<file path="src/sv/heq_pkg.sv">
// Shared types and constants for the histogram equalizer.
package heq_pkg;

	// Action codes carried in s_tuser.
	typedef enum logic [1:0] {
		ACT_COUNT    = 2'd0,
		ACT_EQUALIZE = 2'd1,
		ACT_READ     = 2'd2,
		ACT_CLEAR    = 2'd3
	} action_t;

	localparam int MAX_PIXELS_DEF = 65536;
	localparam int BINS_DEF       = 256;

	localparam int PIX_W     = 8;   // grey pixel and bin_index width
	localparam int CNT_OUT_W = 17;  // count fields on the output
	localparam int QUO_W     = 8;   // mapped pixel width
	localparam int USER_W    = 2;
	localparam int IN_DATA_W = 16;  // pixel, bin_index
	localparam int OUT_DATA_W = 64; // mapped, count, cumulative, equalized + pad

endpackage

</file>
<file path="src/sv/heq_div.sv">
// Restoring divider producing an 8-bit quotient, one bit per cycle.
module heq_div
	import heq_pkg::*;
#(
	parameter int CW = 17
) (
	input  logic             clk,
	input  logic             arst_n,
	input  logic             start,
	input  logic [CW+7:0]    num,
	input  logic [CW-1:0]    den,
	output logic             done,
	output logic [QUO_W-1:0] quo
);

	localparam int NW = CW + QUO_W;

	logic          busy_q;
	logic          done_q;
	logic [2:0]    cnt_q;
	logic [NW-1:0] rem_q;
	logic [NW-1:0] dsh_q;
	logic [QUO_W-1:0] quo_q;

	always_ff @(posedge clk or negedge arst_n) begin
		if (!arst_n) begin
			busy_q <= 1'b0;
			done_q <= 1'b0;
			cnt_q  <= '0;
		end else begin
			done_q <= 1'b0;
			if (start) begin
				busy_q <= 1'b1;
				cnt_q  <= 3'd7;
			end else if (busy_q) begin
				cnt_q <= cnt_q - 3'd1;
				if (cnt_q == 3'd0) begin
					busy_q <= 1'b0;
					done_q <= 1'b1;
				end
			end
		end
	end

	// quotient < 256 since numerator < 256 * divisor
	always_ff @(posedge clk) begin
		if (start) begin
			rem_q <= num;
			dsh_q <= NW'(den) << 7;
			quo_q <= '0;
		end else if (busy_q) begin
			if (rem_q >= dsh_q) begin
				rem_q <= rem_q - dsh_q;
				quo_q <= {quo_q[QUO_W-2:0], 1'b1};
			end else begin
				quo_q <= {quo_q[QUO_W-2:0], 1'b0};
			end
			dsh_q <= dsh_q >> 1;
		end
	end

	assign done = done_q;
	assign quo  = quo_q;

endmodule

</file>
<file path="config.mk">
export PLATFORM = sky130hd
export DESIGN_NAME = heq_div
export DESIGN_NICKNAME = d
export VERILOG_FILES = /design/src/sv/heq_pkg.sv /design/src/sv/heq_div.sv
export SDC_FILE = /design/constraint.sdc
export NUM_CORES = 1
export LEC_CHECK = 0
export ABC_AREA = 1
export ABC_CLOCK_PERIOD_IN_PS = 7000
export BUFFER_PORTS_ARGS = -buffer_cell sky130_fd_sc_hd__buf_2
export CELL_PAD_IN_SITES_DETAIL_PLACEMENT = 1
export CELL_PAD_IN_SITES_GLOBAL_PLACEMENT = 2
export CORE_ASPECT_RATIO = 0.8
export CORE_MARGIN = 4
export CORE_UTILIZATION = 35
export CTS_CLUSTER_DIAMETER = 100
export DETAILED_ROUTE_END_ITERATION = 10
export HOLD_SLACK_MARGIN = 0.03
export MAX_ROUTING_LAYER = met4
export PLACE_DENSITY = 0.87
export REMOVE_ABC_BUFFERS = 1
export SLEW_MARGIN = 30
export SYNTH_ARGS = -nofsm -noshare
export SYNTH_HDL_FRONTEND = slang
export SYNTH_SLANG_ARGS = --single-unit
</file>
<file path="constraint.sdc">
create_clock -name clk -period 7 [get_ports clk]
set_input_delay 1.4 -clock clk [delete_from_list [all_inputs] [get_ports clk]]
set_output_delay 1.4 -clock clk [all_outputs]
set_load 0.005 [all_outputs]
</file>
==> impl_metrics.yaml <==
run_status:
  status: "finished, final reports clean"
logic_synthesis:
  synth_edf_count: 42
  synth_top_area_share_pct: 28.35
  ys_warn_count: 0
  ys_ff_latch: 62
  synth_ff_type: "edfxtp_1"
  yosysTopAreaCell: "edfxtp_1"
  yosys-top-cells-area: "edfxtp_1 (28%), nand2_1 (21%), inv_1 (10%), ha_1 (7.3%), dfxtp_1 (6.7%)"
  synth_cells: 646
  async_reset_ff_share_pct: 8.065
  avgSynthCellArea_um2: 6.887
  netlist_area_mm2: 0.004449
  yosysSeqAreaShare_pct: 37.91
  yosysUniqueCellTypes: 35
power_and_ir_drop:
  ir_drop_uv: 164.2
  powerDensity_mw_per_mm2: 414.5
  p_leak_nw: 2.712
drt:
  viasPerCell: 4.621
  ant_nets: 0
  drt-wirelength-per-cell_um: 14.48
  wirelength_mm: 12.69
  drc: 0
  firstDrtPassIters: 4
  vias: 4048
  drt_first_iter_violations: 130
critical_path:
  reg2reg_slack_ns: 4.24
  crit_path_start: "start"
  timing.rr.start: "rem_q[21]"
  path_max_fanout: 50
  r2r-end: "rem_q[9]"
  start_kind: "input pin"
  critPathKind: "in2reg"
  required_ns: 7.04
  crit_path_end_kind: "register"
  reg2reg_depth: 9
  cp-endpoint: "rem_q[9]"
  cp.arrival_ns: 3.81
clock_tree:
  cts_tree: "yes"
  clock-sinks: 62
  path_clk_slew_ns: 0.06
  clockBufferDepth: 2
  clk_latency_ns: 0.35
  postCtsSetupBuffers: 0
  htreeDepth: 3
  cts_hold_buffers: 0
  root_buffer: "clkbuf_16"
  cts_made_buffers: 9
  cts.repair.resized: 0
sta:
  fin_skew_ns: 0.008699
  hold_viol: 0
  drv_slew: 0
  min_period_ns: 3.776
  finalSetupViolations: 0
  slew_headroom_pct: 39.02
  finalCritPeriodShare_pct: 53.94
  setup_tns_ns: 0
  grt_setup_unrepaired: "false"
  fmax_ghz: 0.2648
  worst-slew-pin-transition_ns: 0.9090
layout:
  syn2layout_area_growth_pct: 16.51
  register_area_mm2: 0.001687
  multiInputGateArea_mm2: 0.002236
  fillers: 1623
  final_cells: 876
  drive_above_1_share_pct: 15.18
  nNetsFinal: 772
  final_common_cell: "nand2_1"
  final_cell_mix: "nand2_1 (244), inv_1 (122), buf_2 (53)"
  num_antenna_cells: 0
floorplanning:
  start_util_pct: 36.18
  fp.coreArea_mm2: 0.01230
  dieArea_mm2: 0.01459
  fp-row-count: 36
  die_x_um: 134.1
  die_h_um: 108.8
  io_pins: 54
grt:
  overflow: 0
  grt_usage_pct: 18.94
  antenna_found_initial: 0
  grt_pass1_wl_mm: 20.92
  grt_start_max_net_pins: 51
  grt_pass1_vias: 4251
placement:
  dp_cells: 860
  numPortBuffers: 53
  gp_congestion: 0.8809
  hpwlAfterDp_mm: 9.839
job:
  drv_cap: 0
hold_path:
  holdCritPathClass: "reg2reg"
[cell type report]
type | instances | share of cell area (%)
Clock buffer | 11 | 4.876
Clock inverter | 5 | 0.7965
Inverter | 128 | 9.269
Multi-Input combinational cell | 445 | 43.13
Sequential cell | 62 | 32.54
Tap cell | 171 | 4.127
Timing Repair Buffer | 54 | 5.262
[per-layer routing]
metal  routed length [um]  GRT usage (%)  vias up
li1                     -              -     2119
met1                 6355          24.53     1864
met2                 5631          29.81       50
met3                  494          4.105       15
met4                  207          6.177        0
met5                    0              -        -
[worst min path at each step]
stage / slack [ns] / to / start / cells past startpoint
after floorplan: 0.43 / dsh_q[0] / dsh_q[0] / 2
after global placement: 0.46 / dsh_q[0] / dsh_q[0] / 2
after detailed placement: 0.45 / quo[7] / quo[7] / 2
after CTS: 0.47 / quo[7] / quo[7] / 2
after global routing: 0.51 / quo[7] / quo[7] / 2
final: 0.46 / quo[7] / quo[7] / 2
[kinds of logic (layout without fill, tap and decap cells)]
| group | Yosys count | after routing | synth area share [%] |
|---|---|---|---|
| flip-flops | 62 | 62 | 37.91 |
| AND/OR/NAND/NOR | 362 | 362 | 35.55 |
| buffers and inverters | 139 | 198 | 11.84 |
| XOR/XNOR | 2 | 2 | 0.3938 |
| AO/OA/AOI/OAI | 54 | 54 | 6.553 |
| adder cells (fa/ha/maj) | 27 | 27 | 7.762 |
[registers in the layout, indices dropped and copies added (netlist names)]
name,count
cnt_q,3
busy_q,1
done,1
dsh_q,24
quo,8
rem_q,25
[per-stage QoR]
step / area [um^2] / hold WS [ns] / util, % / total power [mW] / worst slack (ns)
floorplan: 4403 / 0.4322 / - / 1.403 / 4.241
global placement: 4890 / 0.4625 / 39.76 / 1.682 / 2.896
detailed placement: 4890 / 0.4489 / 39.76 / 1.720 / 2.745
CTS: 5184 / 0.4723 / 42.16 / 2.178 / 3.122
global route: 5184 / 0.5113 / 42.16 / 2.375 / 2.936
finish: 5184 / 0.4617 / 42.16 / 2.149 / 3.224
[Yosys cell counts (all sizes together) (5+ instances only)]
cell      n
a21oi    15
buf       7
dfrtp     5
dfxtp    15
edfxtp   42
ha       26
inv     127
nand2   257
nand3    41
nand3b    6
nand4     6
nor2     38
o21ai    26
o22ai    11
or2       6
[critical path, cell delays in order]
cell and delay, ns:
buf_2 0.67, inv_1 0.67, nand2_1 0.68, buf_4 0.37
[power breakdown]
| part | leakage, nW | total (mW) | switching, mW | internal [mW] |
|---|---|---|---|---|
| combinational | 1.94 | 1.16 | 0.771 | 0.385 |
| clock | 0.147 | 0.442 | 0.180 | 0.262 |
| sequential | 0.626 | 0.551 | 0.0356 | 0.515 |
Note: power is estimated with default switching activity, not from simulation.
