[src/sv/heq_ram.sv]
// Simple dual-port synchronous RAM, one write and one registered read port.
module heq_ram #(
	parameter int DW    = 17,
	parameter int AW    = 8,
	parameter int DEPTH = 256
) (
	input  logic          clk,
	input  logic          we,
	input  logic [AW-1:0] waddr,
	input  logic [DW-1:0] wdata,
	input  logic [AW-1:0] raddr,
	output logic [DW-1:0] rdata
);

	logic [DW-1:0] mem [DEPTH];

	always_ff @(posedge clk) begin
		if (we) begin
			mem[waddr] <= wdata;
		end
		rdata <= mem[raddr];
	end

endmodule

[config.mk]
export PLATFORM = sky130hd
export DESIGN_NAME = heq_ram
export DESIGN_NICKNAME = d
export VERILOG_FILES = /design/src/sv/heq_ram.sv
export SDC_FILE = /design/constraint.sdc
export NUM_CORES = 2
export LEC_CHECK = 0
export BUFFER_PORTS_ARGS = -buffer_cell sky130_fd_sc_hd__buf_2
export CELL_PAD_IN_SITES_DETAIL_PLACEMENT = 2
export CELL_PAD_IN_SITES_GLOBAL_PLACEMENT = 2
export CORE_AREA = 2 2 862 435
export CTS_CLUSTER_SIZE = 8
export DETAILED_ROUTE_END_ITERATION = 12
export DIE_AREA = 0 0 864 437
export PLACE_DENSITY = 0.74
export SLEW_MARGIN = 20
export SYNTH_ARGS = -nofsm -noshare
export SYNTH_HDL_FRONTEND = slang
export SYNTH_MEMORY_MAX_BITS = 65536
export SYNTH_SLANG_ARGS = --single-unit
export TNS_END_PERCENT = 100
[constraint.sdc]
create_clock -name clk -period 2.96 [get_ports clk]
set_input_delay 0.592 -clock clk [delete_from_list [all_inputs] [get_ports clk]]
set_output_delay 0.592 -clock clk [all_outputs]
set_load 0.01 [all_outputs]
==> results, run 1 <==
- Of the synthesized area, sequential elements account for 77.2%.
- The horizontal die dimension is 864 µm.
- The proportion of netlist area held by the largest area contributor is 77.0%.
- The run stopped with a tool error.
- The most instantiated flip-flop cell in the synthesis netlist is sky130_fd_sc_hd__edfxtp_1.
- Counting flops with an async set or reset pin after synthesis yields a share of 0%.
- For this configuration, the core starts out at a cell density of 46.0%.
- The row count is 158.
- By count the netlist is led by 4352 x sky130_fd_sc_hd__edfxtp_1, 897 x sky130_fd_sc_hd__mux4_2, 509 x sky130_fd_sc_hd__mux2i_1.
- In this run, synthesis inferred 4352 flip-flops with an integrated enable.
- The netlist uses 74 different library cells.
- By instance count, the leading cell after synthesis is sky130_fd_sc_hd__edfxtp_1.
- The synthesized design contains 4369 register bits.
- Sorting the synthesized cells by area gives the leading types as sky130_fd_sc_hd__edfxtp_1 77%, sky130_fd_sc_hd__mux4_2 12%, sky130_fd_sc_hd__mux2i_1 3.0%, sky130_fd_sc_hd__nor2_1 0.74%, sky130_fd_sc_hd__mux4_1 0.71%.
- The first error in the log reads "[ERROR DPL-0033] detailed placement checks failed during check placement".
- During placement, the flow inserted port buffers numbering 51.
- The number of ports placed on the die boundary is 52.
- Counting every net in the synthesized netlist gives 7832.
- It got as far as detailed placement (3_5_place_dp) and failed there.
- Measured along the y axis, the die boundary spans 437 µm.
- At the end of routability-driven placement, the weighted congestion stood at 0.953.
- The summed instance area of the synthesized netlist is 170000 µm².
- During synthesis, Yosys emitted a total of 0 warnings.
- The average cell area after synthesis is 21.8 µm².
- The synthesized design spends more area on one cell type than any other, namely sky130_fd_sc_hd__edfxtp_1.
- The post-synthesis instance total is 7797.
- The detailed-placement wirelength estimate is 453 mm.
-- stage by stage --
step / instance area [µm²] / TNS, ns / std cells / hold WS (ns)
3_3_place_gp: 187000 / -12.90 / 13600 / 0.882
2_1_floorplan: 170000 / 0 / 7797 / 0.691
-- cell families after synthesis --
logic type,share of synthesized area [%]
buffers and inverters,2.14
DFF,77.2
and+or+nand+nor,2.19
muxes,15.8
AOI/OAI and AO/OA,2.71
==> run 2: changes to the inputs <==
--- a/config.mk
+++ b/config.mk
@@ -6,13 +6,10 @@
 export NUM_CORES = 2
 export LEC_CHECK = 0
 export BUFFER_PORTS_ARGS = -buffer_cell sky130_fd_sc_hd__buf_2
-export CELL_PAD_IN_SITES_DETAIL_PLACEMENT = 2
-export CELL_PAD_IN_SITES_GLOBAL_PLACEMENT = 2
-export CORE_AREA = 2 2 862 435
-export CTS_CLUSTER_SIZE = 8
+export CORE_AREA = 2 2 655 657
 export DETAILED_ROUTE_END_ITERATION = 12
-export DIE_AREA = 0 0 864 437
-export PLACE_DENSITY = 0.74
+export DIE_AREA = 0 0 657 659
+export PLACE_DENSITY_LB_ADDON = 0.15
 export SLEW_MARGIN = 20
 export SYNTH_ARGS = -nofsm -noshare
 export SYNTH_HDL_FRONTEND = slang
==> constraint.sdc (replaced) <==
create_clock -name clk -period 3.8 [get_ports clk]
set_input_delay 0.76 -clock clk [delete_from_list [all_inputs] [get_ports clk]]
set_output_delay 0.76 -clock clk [all_outputs]
set_load 0.01 [all_outputs]
==> run 2 against run 1 <==
Net effect:
- the flow now finishes, with violations (setup timing)
- synthesized cell count did not move
- synthesized area did not move
==> results, run 2 <==
- The cell with the most instances after synthesis is sky130_fd_sc_hd__edfxtp_1 (unchanged).
- The count of flip-flops with a built-in enable after synthesis is 4352 (unchanged).
- The portion of the clock cycle consumed by the worst path in the final layout is 101%.
- The horizontal die dimension is 657 µm (was 864 µm).
- The count of cell types in the netlist is 74 (unchanged).
- The number of violations reported at the end of detailed-routing iteration 0 is 10200.
- The number of warnings reported in the yosys synthesis log is 0 (unchanged).
- The row count is 240 (was 158).
- The register bit total from synthesis is 4369 (unchanged).
- The number of antenna violations at the first check in global routing is 36.
- The reg-to-reg endpoint is rdata[7].
- The tree is rooted in a sky130_fd_sc_hd__clkbuf_16.
- The overall routed net length is 504 mm.
- CTS saw 4369 sinks.
- The quantity of I/O buffers inserted on ports is 51 (unchanged).
- The summed instance area of the synthesized netlist was 170000 µm² (unchanged).
- The share of final-layout standard cells stronger than drive strength 1 is 30.6%.
- The proportion of netlist area held by the largest area contributor is 77.0% (unchanged).
- The worst setup path is captured at a flip-flop.
- Entering global routing, the biggest net connects 126 pins.
- The number of ports placed on the die boundary is 52 (unchanged).
- The type of origin of the critical path is a primary input.
- Walking the worst path, the cells encountered are buf_12 > buf_12 > buf_12 > buf_12 > buf_4 > mux4_2 > mux2i_1 > o22ai_1 > nor2_1 > nand3_1 > and4_1.
- The overall die height is 659 µm (was 437 µm).
- The average cell area after synthesis came to 21.8 µm² (unchanged).
- The post-synthesis net count came to 7832 (unchanged).
- The register with the most flip-flops in the layout has 4352 of them.
- The number of slew-limit violations in the final report is 0.
- The worst hold endpoint is mem[118][5].
- The core region is 426000 µm².
- At the worst endpoint, the required time is 4.70 ns.
- The initial standard-cell utilization of the core is 39.9% (was 46.0%).
- The first detailed-routing pass ran for 6 iterations.
- The worst register-to-register path begins at mem[135][7].
- The post-synthesis instance total is 7797 (unchanged).
- Once detail routing completed, the nets flagged for antenna violations numbered 0.
- The kind of cell adding the most delay to the critical path is simple AND/OR/NAND/NOR gates.
- The critical path is of the primary input to flip-flop type.
- The tool flagged a number of max-cap violations equal to 0.
- For this run the aggregate overflow at the end of global routing stands at 0.
- Together, buffers and inverters on the worst path number 5.
- The post-route total power is 103 mW.
- The analysis attributes to cell leakage a power of 63.6 nW.
- The power per cell area is 520 nW/µm².
- Outcome: finished, violations left (was aborted with a tool error).
- In the final design database the tool counted 8819 nets.
- The setup fix buffers added after clock tree synthesis is 0.
- Ranking of synthesized cells by area: sky130_fd_sc_hd__edfxtp_1 77%, sky130_fd_sc_hd__mux4_2 12%, sky130_fd_sc_hd__mux2i_1 3.0%, sky130_fd_sc_hd__nor2_1 0.74%, sky130_fd_sc_hd__mux4_1 0.71% (unchanged).
- After layout, the worst setup slack is -0.0223 ns.
- Compared with the post-synthesis result, the final layout area differs by 16.7%.
- The worst register-to-register path has a depth of 6.
- The clock tree synthesis step divided the H-tree into 5 levels.
- STA puts the critical path data arrival time at 4.72 ns.
- The placer congestion estimate is 0.894 (was 0.953).
- The number of hold buffers added after cts is 0.
- The highest fanout seen on the critical path is 20.
- The worst min-delay path category is primary input to flip-flop.
- Global routing used 3.84% of the available met3 tracks.
- Global routing consumed, over all layers together, 22.9% of the routing resources.
- The slack of the worst reg-to-reg path is 0.66 ns.
- The wire length of the first global-routing pass is 696 mm.
- The latest clock arrival within the worst-skew pair is 1.02 ns.
- On the worst path, the slowest cell contributes a delay of 0.72 ns.
- The number of global-route vias before repair is 86100.
- The post-synthesis async set-or-reset flop share is 0% (unchanged).
- The worst pin sits at a relative slew slack of 25.5%.
- The die covers 433000 µm².
- The final reports fail on setup timing.
- The final design utilization is 46.5%.
- For the final database, setup skew stands at 0.0707 ns.
- For this run, global-route usage on met2 was measured as 36.6%.
- Setup violations remaining at the end of the flow were counted as 1.
- The minimum clock period after layout is 3.82 ns.
- Top cells by count, synth: 4352 x sky130_fd_sc_hd__edfxtp_1, 897 x sky130_fd_sc_hd__mux4_2, 509 x sky130_fd_sc_hd__mux2i_1 (unchanged).
- For this design, the slowest cell found on the critical path is sky130_fd_sc_hd__nand3_1.
- After clock tree synthesis, the clock-pin slew on the worst setup and hold paths is 0.06 ns.
- After detailed routing, the average wire length per cell comes to 33.8 µm.
- The per-cell via count in the routed design is 5.76.
- The largest registers in the layout are mem x4352, rdata x17.
- The placement-stage cell area is 183000 µm².
- In the layout the commonest cells are 4352 x sky130_fd_sc_hd__edfxtp_1, 897 x sky130_fd_sc_hd__mux4_2, 810 x sky130_fd_sc_hd__buf_4, 509 x sky130_fd_sc_hd__mux2i_1, 460 x sky130_fd_sc_hd__clkbuf_16.
- In this design, the critical path's most frequently occurring cell is sky130_fd_sc_hd__buf_12.
- Counting the buffers created by CTS gives 455.
- The routed layout has 85900 vias.
- The register ranked first by flip-flop count is mem.
- The TritonCTS clock tree is yes.
- Along the worst hold path, the cell count comes to 1.
- The most instantiated flip-flop cell in the synthesis netlist is sky130_fd_sc_hd__edfxtp_1 (unchanged).
- For the final routed database, the setup TNS stands at -0.0223 ns.
- The transition time of the tightest slew-check pin is 1.12 ns.
- In this run the most used layer during global routing was met2.
- The met1 capacity usage during global routing is 32.6%.
- The summed area of non-filler cells in the final layout is 198000 µm².
- The detailed-placement wirelength estimate is 314 mm (was 453 mm).
- The dominant cell type by area after synthesis is sky130_fd_sc_hd__edfxtp_1 (unchanged).
- Counting along the longest clock path gives a buffer depth of 4.
- The fraction of the yosys area taken by sequential cells was 77.2% (unchanged).
- The number of design rule violations left after detail routing is 0.
- After clock tree synthesis, the repair step resized 0 gates.
- Static timing analysis puts the maximum clock frequency at 262 MHz.
- The startpoint of the lowest-slack hold path is wdata[5].
- The count of endpoints failing hold in the final timing report came to 0.
- Across the VDD grid, the largest voltage drop is 0.433 mV.
- The most common cell after layout, fill and taps aside is sky130_fd_sc_hd__edfxtp_1.
==> run 2: stage by stage <==
stage	std cells	worst slack [ns]	hold slack, ns
after floorplan	7797	0.832	0.859
after CTS	14900	0.215	0.0293
after global placement	14000	-1.20	1.11
after detailed placement	14000	-0.878	1.11
final	14900	-0.0223	0.120
after global routing	14900	-0.0275	0.0588
==> run 2: how the worst max path moves through the flow <==
stage                         from           to  cells past startpoint
final                     raddr[0]     rdata[7]                     11
after global routing      raddr[0]     rdata[7]                     11
after CTS                 raddr[0]     rdata[7]                     11
after detailed placement  raddr[0]     rdata[7]                     11
after global placement    raddr[0]     rdata[6]                     12
after floorplan           waddr[3]  mem[235][0]                      6
==> run 2: power by group <==
group	internal, mW	switching [mW]	total (mW)
Clock	25.3	18.7	44.0
Combinational	2.08	3.67	5.75
Sequential	53.1	0.111	53.2
Total	80.5	22.5	103
==> run 2: layer usage <==
metal,share of wire (%),up-vias,routed length [µm]
li1,-,35100,-
met1,42,46600,213000
met2,47,3550,238000
met3,7.5,660,37800
met4,3.1,4,15400
met5,0.0054,-,27
==> run 2: kinds of logic after synthesis <==
logic type,after synthesis,synth area share (%)
simple gates,836,2.19
flops,4369,77.2
buf+inv,471,2.14
compound gates,649,2.71
mux,1472,15.8
==> run 2: cell type report <==
type | instances | area, µm²
diodes | 47 | 118
well taps | 5687 | 7120
fillers | 35500 | 228000
clock inverters | 270 | 2680
flip-flops and latches | 4369 | 131000
inverters | 5 | 32.5
multi-input cells | 2957 | 35700
clock buffers | 572 | 12100
repair buffers | 996 | 9260
(Power assumes the default switching activity.)
